### src/rtl/rau_pkg.sv
// ----------------------------------------------------------------------------
// rau_pkg: shared types and constants of the rational arithmetic unit
// Operation codes, controller state, command and status structs.
// ----------------------------------------------------------------------------
package rau_pkg;

    localparam int WORD_BITS_DEF = 32;

    typedef enum logic [1:0] {
        OP_REDUCE  = 2'd0,
        OP_ADD     = 2'd1,
        OP_MUL     = 2'd2,
        OP_COMPARE = 2'd3
    } op_t;

    // multiplier operand selection
    localparam logic [1:0] MSEL_AB = 2'd0;  // a_num * b_den (a_num * b_num for multiply)
    localparam logic [1:0] MSEL_BA = 2'd1;  // b_num * a_den
    localparam logic [1:0] MSEL_DD = 2'd2;  // a_den * b_den

    typedef enum logic [3:0] {
        ST_IDLE,
        ST_MUL1,
        ST_MUL2,
        ST_MUL3,
        ST_PREP,
        ST_GCD,
        ST_DIVN,
        ST_DIVD,
        ST_DIV_WAIT,
        ST_OUT
    } state_t;

    // controller to datapath
    typedef struct packed {
        logic load;      // capture input item
        logic mul_step;  // one multiply/cross-product step
        logic [1:0] mul_sel;
        logic prep;      // form magnitude and denominator, start gcd
        logic gcd_step;  // one remainder step
        logic div_start; // start serial divide
        logic div_den;   // 0: numerator quotient, 1: denominator quotient
        logic finish;    // build result
    } cmd_t;

    // datapath to controller
    typedef struct packed {
        logic is_compare;
        logic den_zero;  // denominator to reduce is zero
        logic gcd_done;
        logic div_busy;
    } status_t;

endpackage

### src/rtl/rau_ctrl.sv
// ----------------------------------------------------------------------------
// rau_ctrl: sequencing of one request
// Steps multiply, gcd and divide phases and the output handshake.
// ----------------------------------------------------------------------------
module rau_ctrl
(
    input  logic             clk,
    input  logic             rst_n,
    input  logic             in_fire,
    input  logic             out_fire,
    input  rau_pkg::status_t status,
    output rau_pkg::cmd_t    cmd,
    output logic             idle,
    output logic             out_valid
);

    rau_pkg::state_t state_reg, state_next;

    // state register
    always_ff @(posedge clk or negedge rst_n)
    begin
        if (!rst_n)
            state_reg <= rau_pkg::ST_IDLE;
        else
            state_reg <= state_next;
    end

    // next state and commands
    always_comb
    begin
        state_next = state_reg;
        cmd        = '0;
        idle       = 1'b0;
        out_valid  = 1'b0;
        case (state_reg)
            rau_pkg::ST_IDLE:
            begin
                idle = 1'b1;
                if (in_fire)
                begin
                    cmd.load   = 1'b1;
                    state_next = rau_pkg::ST_MUL1;
                end
            end
            rau_pkg::ST_MUL1:
            begin
                cmd.mul_step = 1'b1;
                cmd.mul_sel  = rau_pkg::MSEL_AB;
                state_next   = rau_pkg::ST_MUL2;
            end
            rau_pkg::ST_MUL2:
            begin
                cmd.mul_step = 1'b1;
                cmd.mul_sel  = rau_pkg::MSEL_BA;
                state_next   = rau_pkg::ST_MUL3;
            end
            rau_pkg::ST_MUL3:
            begin
                cmd.mul_step = 1'b1;
                cmd.mul_sel  = rau_pkg::MSEL_DD;
                state_next   = rau_pkg::ST_PREP;
            end
            rau_pkg::ST_PREP:
            begin
                if (status.is_compare)
                begin
                    cmd.finish = 1'b1;
                    state_next = rau_pkg::ST_OUT;
                end
                else
                begin
                    cmd.prep   = 1'b1;
                    state_next = rau_pkg::ST_GCD;
                end
            end
            rau_pkg::ST_GCD:
            begin
                if (status.den_zero)
                begin
                    cmd.finish = 1'b1;
                    state_next = rau_pkg::ST_OUT;
                end
                else if (status.gcd_done)
                begin
                    cmd.div_start = 1'b1;
                    state_next    = rau_pkg::ST_DIVN;
                end
                else
                    cmd.gcd_step = 1'b1;
            end
            rau_pkg::ST_DIVN:
            begin
                if (!status.div_busy)
                begin
                    cmd.div_start = 1'b1;
                    cmd.div_den   = 1'b1;
                    state_next    = rau_pkg::ST_DIVD;
                end
            end
            rau_pkg::ST_DIVD:
            begin
                cmd.div_den = 1'b1;
                if (!status.div_busy)
                    state_next = rau_pkg::ST_DIV_WAIT;
            end
            rau_pkg::ST_DIV_WAIT:
            begin
                cmd.finish = 1'b1;
                state_next = rau_pkg::ST_OUT;
            end
            rau_pkg::ST_OUT:
            begin
                out_valid = 1'b1;
                if (out_fire)
                    state_next = rau_pkg::ST_IDLE;
            end
            default:
                state_next = rau_pkg::ST_IDLE;
        endcase
    end

endmodule

### config.mk
export PLATFORM = sky130hd
export DESIGN_NAME = rau_ctrl
export DESIGN_NICKNAME = d
export VERILOG_FILES = /design/src/rtl/rau_pkg.sv /design/src/rtl/rau_ctrl.sv
export SDC_FILE = /design/constraint.sdc
export NUM_CORES = 1
export LEC_CHECK = 0
export BUFFER_PORTS_ARGS = -buffer_cell sky130_fd_sc_hd__buf_4
export CAP_MARGIN = 20
export CORE_AREA = 2 2 39 41
export CTS_BUF_LIST = sky130_fd_sc_hd__clkbuf_16
export DETAILED_ROUTE_END_ITERATION = 10
export DIE_AREA = 0 0 41 43
export PLACE_DENSITY = 0.63
export SYNTH_ARGS = -nofsm -noshare
export SYNTH_HDL_FRONTEND = slang
export SYNTH_SLANG_ARGS = --single-unit
### constraint.sdc
create_clock -name clk -period 1.5 [get_ports clk]
set_clock_uncertainty 0.05 [all_clocks]
set_input_delay 0.3 -clock clk [delete_from_list [all_inputs] [get_ports clk]]
set_output_delay 0.3 -clock clk [all_outputs]
set_load 0.1 [all_outputs]
==> results of run 1 <==
[path summary, 6_finish.rpt]
| path | startpoint | endpoint | slack (ns) | cells past startpoint |
|---|---|---|---|---|
| min reg2reg | state_reg[0]$_DFFE_PN0P_ | state_reg[3]$_DFFE_PN0P_ | 0.67 | 2 |
| max reg2reg | state_reg[0]$_DFFE_PN0P_ | state_reg[2]$_DFFE_PN0P_ | -0.10 | 6 |
| min | out_fire | state_reg[3]$_DFFE_PN0P_ | 0.34 | 3 |
| max | state_reg[0]$_DFFE_PN0P_ | cmd[0] | -0.35 | 5 |
| min in group asynchronous | rst_n | state_reg[1]$_DFFE_PN0P_ | 0.37 | 2 |
| max in group asynchronous | rst_n | state_reg[0]$_DFFE_PN0P_ | 0.92 | 2 |
[metal layers]
layer | wire length [um] | share of wire, %
met5 | 0 | 0
met4 | 41 | 1.9
met3 | 115 | 5.3
met2 | 1160 | 53
met1 | 871 | 40
[layout by cell type (no fill, tap or decap), types with 2 or more instances in the layout]
cell,synthesis,layout
sky130_fd_sc_hd__buf_4,0,29
sky130_fd_sc_hd__buf_12,0,9
sky130_fd_sc_hd__buf_6,0,9
sky130_fd_sc_hd__nor2_1,11,6
sky130_fd_sc_hd__nor2_4,0,4
sky130_fd_sc_hd__inv_1,3,4
sky130_fd_sc_hd__nor4_4,0,3
sky130_fd_sc_hd__a21oi_1,4,3
sky130_fd_sc_hd__clkbuf_16,0,3
sky130_fd_sc_hd__dfrtp_2,0,3
sky130_fd_sc_hd__nand2b_4,0,2
sky130_fd_sc_hd__nor3_4,0,2
sky130_fd_sc_hd__o21ai_0,2,2
sky130_fd_sc_hd__nor3b_2,0,2
sky130_fd_sc_hd__nor3_1,4,2
sky130_fd_sc_hd__nand2_1,3,2
[kinds of logic (layout without fill, tap and decap cells)]
group | after synthesis | count (layout) | share of synthesized area [%]
and+or+nand+nor | 33 | 33 | 43.5
AOI/OAI and AO/OA | 14 | 14 | 21.5
buffers and inverters | 9 | 56 | 9.57
DFF | 4 | 4 | 23.2
muxes | 1 | 1 | 2.32
[through the flow]
step | setup slack [ns] | utilization [%] | hold WS (ns)
after global placement | -0.143 | 60.6 | 0.0471
after floorplan | -1.12 | - | -0.0456
final | -0.345 | 85.7 | 0.338
after detailed placement | -0.182 | 60.6 | 0.0476
after global routing | -0.378 | 85.7 | 0.365
after CTS | -0.325 | 78.9 | 0.328
[cell type report]
| cell class | instances | area share [%] |
|---|---|---|
| Multi-Input combinational cell | 48 | 37.8 |
| Inverter | 3 | 0.949 |
| Clock inverter | 1 | 0.316 |
| Tap cell | 16 | 1.69 |
| Clock buffer | 3 | 6.33 |
| Sequential cell | 4 | 8.76 |
| Timing Repair Buffer | 49 | 44.2 |
[critical path, delay by kind of cell (launching register included)]
family | cells | cell delay, ns
buffers and inverters | 2 | 0.33
AOI/OAI and AO/OA | 1 | 0.21
DFF | 1 | 0.46
and+or+nand+nor | 1 | 0.11
muxes | 1 | 0.15
[what timing repair did]
action,4_1_cts,5_1_grt
pin swaps,4,4
gates resized for setup,31,16
cloned,0,0
hold endpoints to repair,4,0
buffers inserted,5,4
hold buffers,1,0
endpoints found under the setup margin,13,14
==> flow_summary.html, run 1 <==
<table>
<tr><th>Metric</th><th>Value</th></tr>
<tr><th colspan="2">Critical path</th></tr>
<tr><td>Type of the setup path with the least slack</td><td>reg -&gt; out</td></tr>
<tr><td>Arrival time of the worst setup path</td><td>approximately 1.5 ns</td></tr>
<tr><td>Data required time at the worst endpoint</td><td>about 1.2 ns</td></tr>
<tr><td>Type of element capturing the critical path</td><td>primary output</td></tr>
<tr><td>Peak per-stage delay on the critical path</td><td>between 0.4 and 0.5 ns</td></tr>
<tr><td>Critical Path Start Type</td><td>register</td></tr>
<tr><td>Cell chain of the critical path</td><td>buf_6 -&gt; mux2i_2 -&gt; o22a_1 -&gt; nor2_4 -&gt; buf_12</td></tr>
<tr><td>Worst Path Max Fanout</td><td>7</td></tr>
<tr><td>Slowest cell on the critical path</td><td>sky130_fd_sc_hd__dfrtp_2</td></tr>
<tr><th colspan="2">STA</th></tr>
<tr><td>Final count of negative-setup-slack endpoints</td><td>13</td></tr>
<tr><td>Fin crit share</td><td>123%</td></tr>
<tr><td>Total negative slack</td><td>-3.23 ns</td></tr>
<tr><td>Actual transition at the worst max-transition pin</td><td>0.295 ns</td></tr>
<tr><td>Highest Clock Rate</td><td>~540 MHz</td></tr>
<tr><td>Slew Viols, Final</td><td>0</td></tr>
<tr><td>Final hold vios</td><td>0</td></tr>
<tr><td>Relative slew slack</td><td>roughly four fifths</td></tr>
<tr><td>Min Tclk post-route</td><td>1.85 ns</td></tr>
<tr><td>RSZ-0062 raised after global routing</td><td>yes</td></tr>
<tr><td>Min setup slack post-route</td><td>-0.345 ns</td></tr>
<tr><th colspan="2">Finish</th></tr>
<tr><td>Number of nets in the finished design</td><td>~120</td></tr>
<tr><td>Combined flip-flop and latch cell area</td><td>slightly above 100 um^2</td></tr>
<tr><td>Antenna cells</td><td>0</td></tr>
<tr><td>Area overhead of the layout relative to synthesis</td><td>175%</td></tr>
<tr><td>Number of flip-flops in the largest register</td><td>4</td></tr>
<tr><td>Final-layout fill cell count</td><td>74</td></tr>
<tr><td>Footprint of the multi-input gates</td><td>roughly 450 um^2</td></tr>
<tr><td>Fraction of layout instances using a drive strength above 1</td><td>70.4%</td></tr>
<tr><td>Count of non-filler cells in the finished layout</td><td>about 120</td></tr>
<tr><td>Final instance area</td><td>about 1200 um^2</td></tr>
<tr><th colspan="2">Drt</th></tr>
<tr><td>DRC viols</td><td>0</td></tr>
<tr><td>Initial DRC Count</td><td>24</td></tr>
<tr><td>Total number of vias</td><td>between 600 and 700</td></tr>
<tr><td>Routed Antenna Nets</td><td>0</td></tr>
<tr><td>Total length of routed wires</td><td>~2200 um</td></tr>
<tr><td>Average wire per cell in the routed design</td><td>around 18 um</td></tr>
<tr><td>Length of the first detailed-routing pass in iterations</td><td>4</td></tr>
<tr><td>Via count normalized by instance count</td><td>5.32</td></tr>
<tr><th colspan="2">Global routing</th></tr>
<tr><td>Fraction of met1 tracks used by global routing</td><td>between 30% and 40%</td></tr>
<tr><td>Wire length of the first global-routing pass</td><td>~3200 um</td></tr>
<tr><td>Gr ovfl total</td><td>0</td></tr>
<tr><td>Met3 global-route usage</td><td>slightly below 7%</td></tr>
<tr><td>Antenna violations before repair</td><td>0</td></tr>
<tr><td>Layer carrying the most global-route usage</td><td>met2</td></tr>
<tr><td>Via count of the first global-routing pass</td><td>roughly 650</td></tr>
<tr><td>Global Route met2 Usage</td><td>between 40 and 50%</td></tr>
<tr><td>Gr usage total</td><td>~28%</td></tr>
<tr><td>Pin count of the biggest net entering global routing</td><td>12</td></tr>
<tr><th colspan="2">Synthesis</th></tr>
<tr><td>Gate Count Post-Synth</td><td>61</td></tr>
<tr><td>Mean post-synth cell area</td><td>7.08 um^2</td></tr>
<tr><td>Synth top area cells</td><td>sky130_fd_sc_hd__dfrtp_1 23%, sky130_fd_sc_hd__nor2_1 9.6%, sky130_fd_sc_hd__buf_2 7.0%</td></tr>
<tr><td>Count of synthesis-stage warnings from yosys</td><td>0</td></tr>
<tr><td>Yosys top cell area share</td><td>approximately 23%</td></tr>
<tr><td>Post-synthesis instance area</td><td>approximately 430 um^2</td></tr>
<tr><td>Syn_nets</td><td>about 70</td></tr>
<tr><td>Commonest cells post-synth</td><td>11 x sky130_fd_sc_hd__nor2_1, 6 x sky130_fd_sc_hd__buf_2, 4 x sky130_fd_sc_hd__a21oi_1, 4 x sky130_fd_sc_hd__dfrtp_1, 4 x sky130_fd_sc_hd__nor3_1</td></tr>
<tr><td>Most frequent cell after synthesis</td><td>sky130_fd_sc_hd__nor2_1</td></tr>
<tr><td>Flip-flop cell with the highest count after synthesis</td><td>sky130_fd_sc_hd__dfrtp_1</td></tr>
<tr><td>Share of flip-flops with an asynchronous set or reset after synthesis</td><td>100%</td></tr>
<tr><td>Count of unique library cells instantiated by Yosys</td><td>26</td></tr>
<tr><td>Cell type contributing the most total cell area after synthesis</td><td>sky130_fd_sc_hd__dfrtp_1</td></tr>
<tr><td>Fraction of the yosys area taken by sequential cells</td><td>between 20% and 30%</td></tr>
<tr><td>Number of synthesized flops with an enable pin</td><td>0</td></tr>
<tr><td>Seq cells post-synth</td><td>4</td></tr>
<tr><th colspan="2">Run status</th></tr>
<tr><td>Status</td><td>complete, but fails checks</td></tr>
<tr><td>Violations in the final reports</td><td>setup timing</td></tr>
<tr><th colspan="2">Clock network</th></tr>
<tr><td>Root buffer cell</td><td>sky130_fd_sc_hd__clkbuf_16</td></tr>
<tr><td>Maximum root-to-sink buffer count</td><td>2</td></tr>
<tr><td>Clock slew at the register clock pins of the worst setup and hold paths</td><td>0.03 ns</td></tr>
<tr><td>Worst skew pair latency</td><td>roughly 0.23 ns</td></tr>
<tr><td>Clock H-tree levels</td><td>1</td></tr>
<tr><td>Clock Sinks</td><td>4</td></tr>
<tr><td>Number of buffers created by CTS</td><td>3</td></tr>
<tr><td>CTS tree</td><td>yes</td></tr>
<tr><th colspan="2">Run</th></tr>
<tr><td>Max cap viols</td><td>0</td></tr>
<tr><th colspan="2">Placement</th></tr>
<tr><td>GPL Wtd Cong</td><td>about 0.84</td></tr>
<tr><td>Number of port buffers</td><td>18</td></tr>
<tr><td>Placed instance area</td><td>about 840 um^2</td></tr>
<tr><td>Placed cells</td><td>110</td></tr>
<tr><td>Final HPWL from detailed placement</td><td>~1200 um</td></tr>
<tr><th colspan="2">Floorplanning</th></tr>
<tr><td>Die boundary width</td><td>41 um</td></tr>
<tr><td>Initial Util</td><td>between 30% and 40%</td></tr>
<tr><td>Num ports</td><td>19</td></tr>
<tr><td>Std cell rows</td><td>14</td></tr>
<tr><td>DIE HEIGHT</td><td>43 um</td></tr>
<tr><td>Total Die Area</td><td>roughly 1800 um^2</td></tr>
<tr><td>Core Area</td><td>approximately 1400 um^2</td></tr>
<tr><th colspan="2">Hold path</th></tr>
<tr><td>Worst min-delay path class</td><td>in -&gt; reg</td></tr>
</table>
Power of run 1 is left out: the tool's default activity adds up to more than one toggle a clock period on the data nets, which glitch-free logic cannot reach.
==> run 2, diff against run 1 <==
PLACE_DENSITY = 0.68   (was 0.63)
==> run 2 against run 1 <==
The run still ends with setup timing left; first-iteration DRC count decreased by 79%; sequential cell count unchanged; cell count decreased by 3.2%; cell area shrank 4.1%; register-to-register slack better by 0.13 ns; fmax grew 2.6%; routed wire length down 8.5%; sequential share of layout area rose by 0.49 points; setup slack better by 0.048 ns.
==> flow_summary.html, run 2 (synthesis gave the netlist of run 1 again) <==
<table>
<tr><th>Metric</th><th>Value</th></tr>
<tr><th colspan="2">Run status</th></tr>
<tr><td>Status</td><td>complete, but fails checks (unchanged)</td></tr>
<tr><td>Violations in the final reports</td><td>setup timing (unchanged)</td></tr>
<tr><th colspan="2">Critical path</th></tr>
<tr><td>Worst r2r src</td><td>state_reg[1]$_DFFE_PN0P_ (was state_reg[0]$_DFFE_PN0P_)</td></tr>
<tr><td>Data required time at the worst endpoint</td><td>1.15 ns (about the same)</td></tr>
<tr><td>Critical Path Start Type</td><td>register (unchanged)</td></tr>
<tr><td>R2R setup slack</td><td>0.03 ns (was -0.10 ns)</td></tr>
<tr><td>Cell count of the worst reg-to-reg path</td><td>5 (was 6)</td></tr>
<tr><td>Type of the setup path with the least slack</td><td>reg -&gt; out (unchanged)</td></tr>
<tr><td>Reg2reg end</td><td>state_reg[0]$_DFFE_PN0P_ (was state_reg[2]$_DFFE_PN0P_)</td></tr>
<tr><td>Type of element capturing the critical path</td><td>primary output (unchanged)</td></tr>
<tr><td>Worst Path Max Fanout</td><td>5 (was 7)</td></tr>
<tr><td>Arrival time of the worst setup path</td><td>1.45 ns (was 1.50 ns)</td></tr>
<tr><th colspan="2">Clock network</th></tr>
<tr><td>Clock H-tree levels</td><td>1 (unchanged)</td></tr>
<tr><td>Worst skew pair latency</td><td>0.23 ns (about the same)</td></tr>
<tr><td>Clock slew at the register clock pins of the worst setup and hold paths</td><td>0.03 ns (about the same)</td></tr>
<tr><td>Clock Sinks</td><td>4 (unchanged)</td></tr>
<tr><td>Maximum root-to-sink buffer count</td><td>2 (unchanged)</td></tr>
<tr><td>Number of buffers created by CTS</td><td>3 (unchanged)</td></tr>
<tr><td>Root buffer cell</td><td>sky130_fd_sc_hd__clkbuf_16 (unchanged)</td></tr>
<tr><td>CTS tree</td><td>yes (unchanged)</td></tr>
<tr><th colspan="2">Global routing</th></tr>
<tr><td>Via count of the first global-routing pass</td><td>670 (was 653)</td></tr>
<tr><td>Gr ovfl total</td><td>0 (unchanged)</td></tr>
<tr><td>Pin count of the biggest net entering global routing</td><td>9 (was 12)</td></tr>
<tr><td>Met3 global-route usage</td><td>5.76% (was 6.81%)</td></tr>
<tr><td>Gr usage total</td><td>26.7% (was 28.4%)</td></tr>
<tr><td>Antenna violations before repair</td><td>0 (unchanged)</td></tr>
<tr><td>Wire length of the first global-routing pass</td><td>3060 um (was 3190 um)</td></tr>
<tr><td>Fraction of met1 tracks used by global routing</td><td>30.5% (was 32.5%)</td></tr>
<tr><td>Layer carrying the most global-route usage</td><td>met2 (unchanged)</td></tr>
<tr><td>Global Route met2 Usage</td><td>45.3% (was 46.6%)</td></tr>
<tr><th colspan="2">STA</th></tr>
<tr><td>Final count of negative-setup-slack endpoints</td><td>11 (was 13)</td></tr>
<tr><td>Min setup slack post-route</td><td>-0.298 ns (was -0.345 ns)</td></tr>
<tr><td>Highest Clock Rate</td><td>556 MHz (was 542 MHz)</td></tr>
<tr><td>Slew Viols, Final</td><td>0 (unchanged)</td></tr>
<tr><td>Relative slew slack</td><td>80.2% (about the same)</td></tr>
<tr><td>Min Tclk post-route</td><td>1.80 ns (was 1.85 ns)</td></tr>
<tr><td>Fin crit share</td><td>120% (was 123%)</td></tr>
<tr><td>RSZ-0062 raised after global routing</td><td>yes (unchanged)</td></tr>
<tr><td>Actual transition at the worst max-transition pin</td><td>0.297 ns (was 0.295 ns)</td></tr>
<tr><td>Final hold vios</td><td>0 (unchanged)</td></tr>
<tr><td>Fin Hold WS</td><td>0.311 ns (was 0.338 ns)</td></tr>
<tr><th colspan="2">Drt</th></tr>
<tr><td>Length of the first detailed-routing pass in iterations</td><td>4 (unchanged)</td></tr>
<tr><td>Initial DRC Count</td><td>5 (was 24)</td></tr>
<tr><td>DRC viols</td><td>0 (unchanged)</td></tr>
<tr><td>Total length of routed wires</td><td>2000 um (was 2190 um)</td></tr>
<tr><td>Routed Antenna Nets</td><td>0 (unchanged)</td></tr>
<tr><td>Average wire per cell in the routed design</td><td>16.7 um (was 17.6 um)</td></tr>
<tr><td>Total number of vias</td><td>642 (was 660)</td></tr>
<tr><td>Via count normalized by instance count</td><td>5.35 (was 5.32)</td></tr>
<tr><th colspan="2">Floorplanning</th></tr>
<tr><td>Num ports</td><td>19 (unchanged)</td></tr>
<tr><td>Core Area</td><td>1380 um^2 (unchanged)</td></tr>
<tr><td>Total Die Area</td><td>1760 um^2 (unchanged)</td></tr>
<tr><td>DIE HEIGHT</td><td>43 um (unchanged)</td></tr>
<tr><td>Std cell rows</td><td>14 (unchanged)</td></tr>
<tr><td>Die boundary width</td><td>41 um (unchanged)</td></tr>
<tr><td>Initial Util</td><td>31.2% (unchanged)</td></tr>
<tr><th colspan="2">Hold path</th></tr>
<tr><td>Worst Hold Depth</td><td>3 (unchanged)</td></tr>
<tr><td>Worst min-delay path class</td><td>in -&gt; reg (unchanged)</td></tr>
<tr><td>Hold wc startpoint</td><td>out_fire (unchanged)</td></tr>
<tr><td>Endpoint, Worst Hold</td><td>state_reg[3]$_DFFE_PN0P_ (unchanged)</td></tr>
<tr><th colspan="2">Finish</th></tr>
<tr><td>Fraction of layout instances using a drive strength above 1</td><td>68.3% (was 70.4%)</td></tr>
<tr><td>Post-layout util</td><td>82.2% (was 85.7%)</td></tr>
<tr><td>Number of nets in the finished design</td><td>113 (was 117)</td></tr>
<tr><td>Combined flip-flop and latch cell area</td><td>105 um^2 (was 104 um^2)</td></tr>
<tr><td>Footprint of the multi-input gates</td><td>434 um^2 (was 448 um^2)</td></tr>
<tr><td>Top library cells by usage in the layout, fill and taps aside</td><td>28 x sky130_fd_sc_hd__buf_4, 10 x sky130_fd_sc_hd__buf_12, 6 x sky130_fd_sc_hd__nor2_1, 6 x sky130_fd_sc_hd__buf_6 (was 29 x sky130_fd_sc_hd__buf_4, 9 x sky130_fd_sc_hd__buf_12, 9 x sky130_fd_sc_hd__buf_6)</td></tr>
<tr><td>Final-layout fill cell count</td><td>72 (was 74)</td></tr>
<tr><td>Most common cell after layout, fill and taps aside</td><td>sky130_fd_sc_hd__buf_4 (unchanged)</td></tr>
<tr><td>Antenna cells</td><td>0 (unchanged)</td></tr>
<tr><td>Number of flip-flops in the largest register</td><td>4 (unchanged)</td></tr>
<tr><td>Area overhead of the layout relative to synthesis</td><td>163% (was 175%)</td></tr>
<tr><th colspan="2">Run</th></tr>
<tr><td>Max cap viols</td><td>0 (unchanged)</td></tr>
<tr><th colspan="2">Placement</th></tr>
<tr><td>GPL Wtd Cong</td><td>0.782 (was 0.835)</td></tr>
<tr><td>Setup slack after placement</td><td>-0.160 ns (was -0.182 ns)</td></tr>
<tr><td>Final HPWL from detailed placement</td><td>1280 um (was 1170 um)</td></tr>
<tr><td>Number of port buffers</td><td>18 (unchanged)</td></tr>
</table>
-- run 2: how the worst max path moves through the flow --
stage / startpoint / endpoint / cells after the start
floorplan: state_reg[0]$_DFFE_PN0P_ / cmd[8] / 4
global placement: state_reg[0]$_DFFE_PN0P_ / cmd[8] / 4
detailed placement: state_reg[0]$_DFFE_PN0P_ / cmd[8] / 4
CTS: state_reg[2]$_DFFE_PN0P_ / cmd[8] / 4
global route: state_reg[2]$_DFFE_PN0P_ / cmd[8] / 4
finish: state_reg[3]$_DFFE_PN0P_ / cmd[3] / 3
-- run 2: final cells by class --
type	instances	share of cell area, %
inverters	3	0.990
clock buffers	3	6.60
repair buffers	45	42.9
clock inverters	1	0.330
well taps	16	1.76
flip-flops and latches	4	9.24
multi-input cells	48	38.2
-- run 2: metal layers --
| layer | vias up | routed length, um |
|---|---|---|
| li1 | 303 | - |
| met1 | 322 | 828 |
| met2 | 15 | 1080 |
| met3 | 2 | 78 |
| met4 | 0 | 12 |
| met5 | - | 0 |
-- run 2: worst max-delay path, stage by stage (launching register included) --
cell and delay (ns):
sky130_fd_sc_hd__dfrtp_2 0.44, sky130_fd_sc_hd__nand2b_4 0.19, sky130_fd_sc_hd__nor4_4 0.32, sky130_fd_sc_hd__buf_6 0.27
-- run 2: timing repair --
action | 4_1_cts | 5_1_grt
hold buffers | 1 | 0
resized for setup | 34 | 8
pin swaps | 5 | 1
cloned | 0 | 0
setup endpoints to repair | 11 | 13
hold endpoints to repair | 4 | 0
buffers inserted | 2 | 1
-- run 2: stage by stage --
| step | setup TNS (ns) | std cells | cell area [um^2] |
|---|---|---|---|
| floorplan | -5.25 | 61 | 572 |
| global placement | -0.602 | 112 | 866 |
| detailed placement | -0.746 | 112 | 866 |
| CTS | -2.50 | 119 | 1100 |
| global route | -3.00 | 120 | 1140 |
| finish | -2.58 | 120 | 1140 |
Power of run 2 is left out for the same reason.
==> run 3, diff against run 2 <==
--- a/constraint.sdc
+++ b/constraint.sdc
@@ -4,2 +4,2 @@
 set_output_delay 0.3 -clock clk [all_outputs]
-set_load 0.1 [all_outputs]
+set_load 0.02 [all_outputs]
==> run 3 against run 2 <==
The flow still finishes with violations (setup timing); setup slack better by 0.095 ns; sequential share of layout area is 1.9 points higher; worst hold slack better by 0.037 ns; cell area down 19%; count of clock-buffer cells in the layout unchanged; via count fell by 3.9%; register-to-register slack barely moved; sequential cell count stayed put; critical endpoint is now cmd[0].
==> flow_summary.html, run 3 (synthesis gave the netlist of run 1 again) <==
<table>
<tr><th>Metric</th><th>Value</th></tr>
<tr><th colspan="2">Floorplanning</th></tr>
<tr><td>Std cell rows</td><td>14 (unchanged)</td></tr>
<tr><td>Num ports</td><td>19 (unchanged)</td></tr>
<tr><td>Total Die Area</td><td>1760 um^2 (unchanged)</td></tr>
<tr><td>Die boundary width</td><td>41 um (unchanged)</td></tr>
<tr><td>DIE HEIGHT</td><td>43 um (unchanged)</td></tr>
<tr><td>Core Area</td><td>1380 um^2 (unchanged)</td></tr>
<tr><td>Initial Util</td><td>31.2% (unchanged)</td></tr>
<tr><th colspan="2">Clock network</th></tr>
<tr><td>Clock slew at the register clock pins of the worst setup and hold paths</td><td>0.03 ns (about the same)</td></tr>
<tr><td>CTS tree</td><td>yes (unchanged)</td></tr>
<tr><td>Clock H-tree levels</td><td>1 (unchanged)</td></tr>
<tr><td>Worst skew pair latency</td><td>0.22 ns (was 0.23 ns)</td></tr>
<tr><td>Clock Sinks</td><td>4 (unchanged)</td></tr>
<tr><td>Root buffer cell</td><td>sky130_fd_sc_hd__clkbuf_16 (unchanged)</td></tr>
<tr><td>Maximum root-to-sink buffer count</td><td>2 (unchanged)</td></tr>
<tr><td>Number of buffers created by CTS</td><td>3 (unchanged)</td></tr>
<tr><th colspan="2">Pwr</th></tr>
<tr><td>Fraction of power consumed by combinational cells</td><td>a little over two thirds</td></tr>
<tr><td>Internal Pwr Total</td><td>between 1 and 1.5 mW</td></tr>
<tr><td>Sw Share</td><td>42.4%</td></tr>
<tr><td>Clock network fraction of design power</td><td>between 10% and 20%</td></tr>
<tr><td>Power, Total</td><td>around 2.3 mW</td></tr>
<tr><td>Power density relative to cell area</td><td>2450 nW/um^2</td></tr>
<tr><td>Proportion of power drawn by flip-flops and latches</td><td>a little under an eighth</td></tr>
<tr><td>Net switching power figure</td><td>~0.96 mW</td></tr>
<tr><td>Leakage</td><td>between 0.4 and 0.5 nW</td></tr>
<tr><td>Maximum ir drop on the vdd rail</td><td>0.00198 V</td></tr>
<tr><th colspan="2">STA</th></tr>
<tr><td>Min setup slack post-route</td><td>-0.203 ns (was -0.298 ns)</td></tr>
<tr><td>Slew Viols, Final</td><td>0 (unchanged)</td></tr>
<tr><td>Relative slew slack</td><td>75.3% (was 80.2%)</td></tr>
<tr><td>RSZ-0062 raised after global routing</td><td>yes (unchanged)</td></tr>
<tr><td>Fin crit share</td><td>114% (was 120%)</td></tr>
<tr><td>Total negative slack</td><td>-1.17 ns (was -2.58 ns)</td></tr>
<tr><td>Highest Clock Rate</td><td>587 MHz (was 556 MHz)</td></tr>
<tr><td>Min Tclk post-route</td><td>1.70 ns (was 1.80 ns)</td></tr>
<tr><td>Actual transition at the worst max-transition pin</td><td>0.370 ns (was 0.297 ns)</td></tr>
<tr><td>Final count of negative-setup-slack endpoints</td><td>10 (was 11)</td></tr>
<tr><td>Final hold vios</td><td>0 (unchanged)</td></tr>
<tr><th colspan="2">Placement</th></tr>
<tr><td>GPL Wtd Cong</td><td>0.794 (was 0.782)</td></tr>
<tr><td>Number of port buffers</td><td>18 (unchanged)</td></tr>
<tr><td>Placed instance area</td><td>666 um^2 (was 866 um^2)</td></tr>
<tr><td>Placed cells</td><td>99 (was 112)</td></tr>
<tr><td>Final HPWL from detailed placement</td><td>1050 um (was 1280 um)</td></tr>
<tr><th colspan="2">Critical path</th></tr>
<tr><td>Critical Path Start Type</td><td>register (unchanged)</td></tr>
<tr><td>Arrival time of the worst setup path</td><td>1.35 ns (was 1.45 ns)</td></tr>
<tr><td>Type of the setup path with the least slack</td><td>reg -&gt; out (unchanged)</td></tr>
<tr><td>Reg2reg end</td><td>state_reg[0]$_DFFE_PN0P_ (unchanged)</td></tr>
<tr><td>Type of element capturing the critical path</td><td>primary output (unchanged)</td></tr>
<tr><td>Worst r2r src</td><td>state_reg[1]$_DFFE_PN0P_ (unchanged)</td></tr>
<tr><td>R2R setup slack</td><td>0.02 ns (was 0.03 ns)</td></tr>
<tr><td>Cell count of the worst reg-to-reg path</td><td>5 (unchanged)</td></tr>
<tr><td>Worst Path Max Fanout</td><td>4 (was 5)</td></tr>
<tr><td>Data required time at the worst endpoint</td><td>1.15 ns (about the same)</td></tr>
<tr><th colspan="2">Drt</th></tr>
<tr><td>Total number of vias</td><td>617 (was 642)</td></tr>
<tr><td>Total length of routed wires</td><td>1800 um (was 2000 um)</td></tr>
<tr><td>Routed Antenna Nets</td><td>0 (unchanged)</td></tr>
<tr><td>Via count normalized by instance count</td><td>5.56 (was 5.35)</td></tr>
<tr><td>Length of the first detailed-routing pass in iterations</td><td>4 (unchanged)</td></tr>
<tr><td>Initial DRC Count</td><td>15 (was 5)</td></tr>
<tr><td>Average wire per cell in the routed design</td><td>16.2 um (was 16.7 um)</td></tr>
<tr><td>DRC viols</td><td>0 (unchanged)</td></tr>
<tr><th colspan="2">Run</th></tr>
<tr><td>Max cap viols</td><td>0 (unchanged)</td></tr>
<tr><th colspan="2">Finish</th></tr>
<tr><td>Count of non-filler cells in the finished layout</td><td>111 (was 120)</td></tr>
<tr><td>Top library cells by usage in the layout, fill and taps aside</td><td>26 x sky130_fd_sc_hd__buf_4, 9 x sky130_fd_sc_hd__nor2_1, 9 x sky130_fd_sc_hd__buf_6 (was 28 x sky130_fd_sc_hd__buf_4, 10 x sky130_fd_sc_hd__buf_12, 6 x sky130_fd_sc_hd__nor2_1, 6 x sky130_fd_sc_hd__buf_6)</td></tr>
<tr><td>Final instance area</td><td>922 um^2 (was 1140 um^2)</td></tr>
<tr><td>Combined flip-flop and latch cell area</td><td>103 um^2 (was 105 um^2)</td></tr>
<tr><td>Fraction of layout instances using a drive strength above 1</td><td>60.0% (was 68.3%)</td></tr>
<tr><td>Footprint of the multi-input gates</td><td>387 um^2 (was 434 um^2)</td></tr>
<tr><td>Area overhead of the layout relative to synthesis</td><td>114% (was 163%)</td></tr>
<tr><td>Antenna cells</td><td>0 (unchanged)</td></tr>
<tr><td>Final-layout fill cell count</td><td>111 (was 72)</td></tr>
<tr><td>Number of nets in the finished design</td><td>105 (was 113)</td></tr>
<tr><td>Number of flip-flops in the largest register</td><td>4 (unchanged)</td></tr>
<tr><td>Most common cell after layout, fill and taps aside</td><td>sky130_fd_sc_hd__buf_4 (unchanged)</td></tr>
<tr><th colspan="2">Global routing</th></tr>
<tr><td>Antenna violations before repair</td><td>0 (unchanged)</td></tr>
<tr><td>Via count of the first global-routing pass</td><td>628 (was 670)</td></tr>
<tr><td>Gr ovfl total</td><td>0 (unchanged)</td></tr>
<tr><td>Layer carrying the most global-route usage</td><td>met2 (unchanged)</td></tr>
<tr><td>Pin count of the biggest net entering global routing</td><td>14 (was 9)</td></tr>
<tr><td>Fraction of met1 tracks used by global routing</td><td>25.2% (was 30.5%)</td></tr>
<tr><td>Met3 global-route usage</td><td>6.81% (was 5.76%)</td></tr>
<tr><td>Gr usage total</td><td>23.7% (was 26.7%)</td></tr>
<tr><td>Wire length of the first global-routing pass</td><td>2800 um (was 3060 um)</td></tr>
<tr><td>Global Route met2 Usage</td><td>37.8% (was 45.3%)</td></tr>
<tr><th colspan="2">Hold path</th></tr>
<tr><td>Hold wc startpoint</td><td>out_fire (unchanged)</td></tr>
<tr><td>Endpoint, Worst Hold</td><td>state_reg[3]$_DFFE_PN0P_ (unchanged)</td></tr>
<tr><td>Worst min-delay path class</td><td>in -&gt; reg (unchanged)</td></tr>
<tr><td>Worst Hold Depth</td><td>3 (unchanged)</td></tr>
<tr><th colspan="2">Run status</th></tr>
<tr><td>Violations in the final reports</td><td>setup timing (unchanged)</td></tr>
<tr><td>Status</td><td>complete, but fails checks (unchanged)</td></tr>
</table>
## run 3: changes by cell type in the layout (fill, tap and decap cells not counted), sizes merged
cell  before  now
inv        4    3
buf       44   36
## run 3: repair_timing
item	in CTS	in global routing
pin swaps	2	1
endpoints found under the hold margin	4	0
hold buffers	1	0
resized for setup	16	10
endpoints found under the setup margin	11	12
setup buffers	6	2
## run 3: metal layers
metal,up-vias,routed length (um)
met5,-,0
met4,0,27
met3,4,66
met2,18,994
met1,306,716
li1,289,-
## run 3: worst max path at each step
stage | from | endpoint | slack [ns] | cells past startpoint
floorplan | state_reg[2]$_DFFE_PN0P_ | cmd[8] | -0.11 | 3
global placement | state_reg[3]$_DFFE_PN0P_ | cmd[8] | 0.04 | 4
detailed placement | state_reg[2]$_DFFE_PN0P_ | cmd[3] | 0.03 | 3
CTS | state_reg[3]$_DFFE_PN0P_ | cmd[8] | -0.17 | 4
global route | state_reg[0]$_DFFE_PN0P_ | cmd[0] | -0.23 | 4
finish | state_reg[0]$_DFFE_PN0P_ | cmd[0] | -0.20 | 4
## run 3: final cells by class
class | instances | share of cell area (%)
sequential | 4 | 11.1
timing repair buffer | 37 | 35.4
multi-input combinational | 48 | 41.9
inverter | 3 | 1.22
tap | 16 | 2.17
clock buffer | 3 | 8.14
## run 3: critical path, cell delays in order, from the launching register on
cell and delay [ns]:
sky130_fd_sc_hd__dfrtp_2 0.45, sky130_fd_sc_hd__mux2i_2 0.30, sky130_fd_sc_hd__o22a_1 0.19, sky130_fd_sc_hd__nor2_1 0.04, sky130_fd_sc_hd__buf_4 0.15
## run 3: power groups by stage
stage | registers, mW | clock network (mW) | logic (mW)
floorplan | 0.201 | 0 | 0.742
detailed placement | 0.229 | 0 | 1.17
finish | 0.261 | 0.413 | 1.59
CTS | 0.246 | 0.418 | 1.42
global placement | 0.223 | 0 | 1.17
global route | 0.268 | 0.427 | 1.68
## run 3: metrics by stage
step	util (%)	setup WS, ns	hold slack [ns]
finish	66.6	-0.203	0.348
global route	66.6	-0.231	0.363
CTS	62.7	-0.172	0.340
detailed placement	48.1	0.0346	0.0479
global placement	48.1	0.0440	0.0458
floorplan	-	-0.115	-0.0456
(Power assumes the default switching activity.)
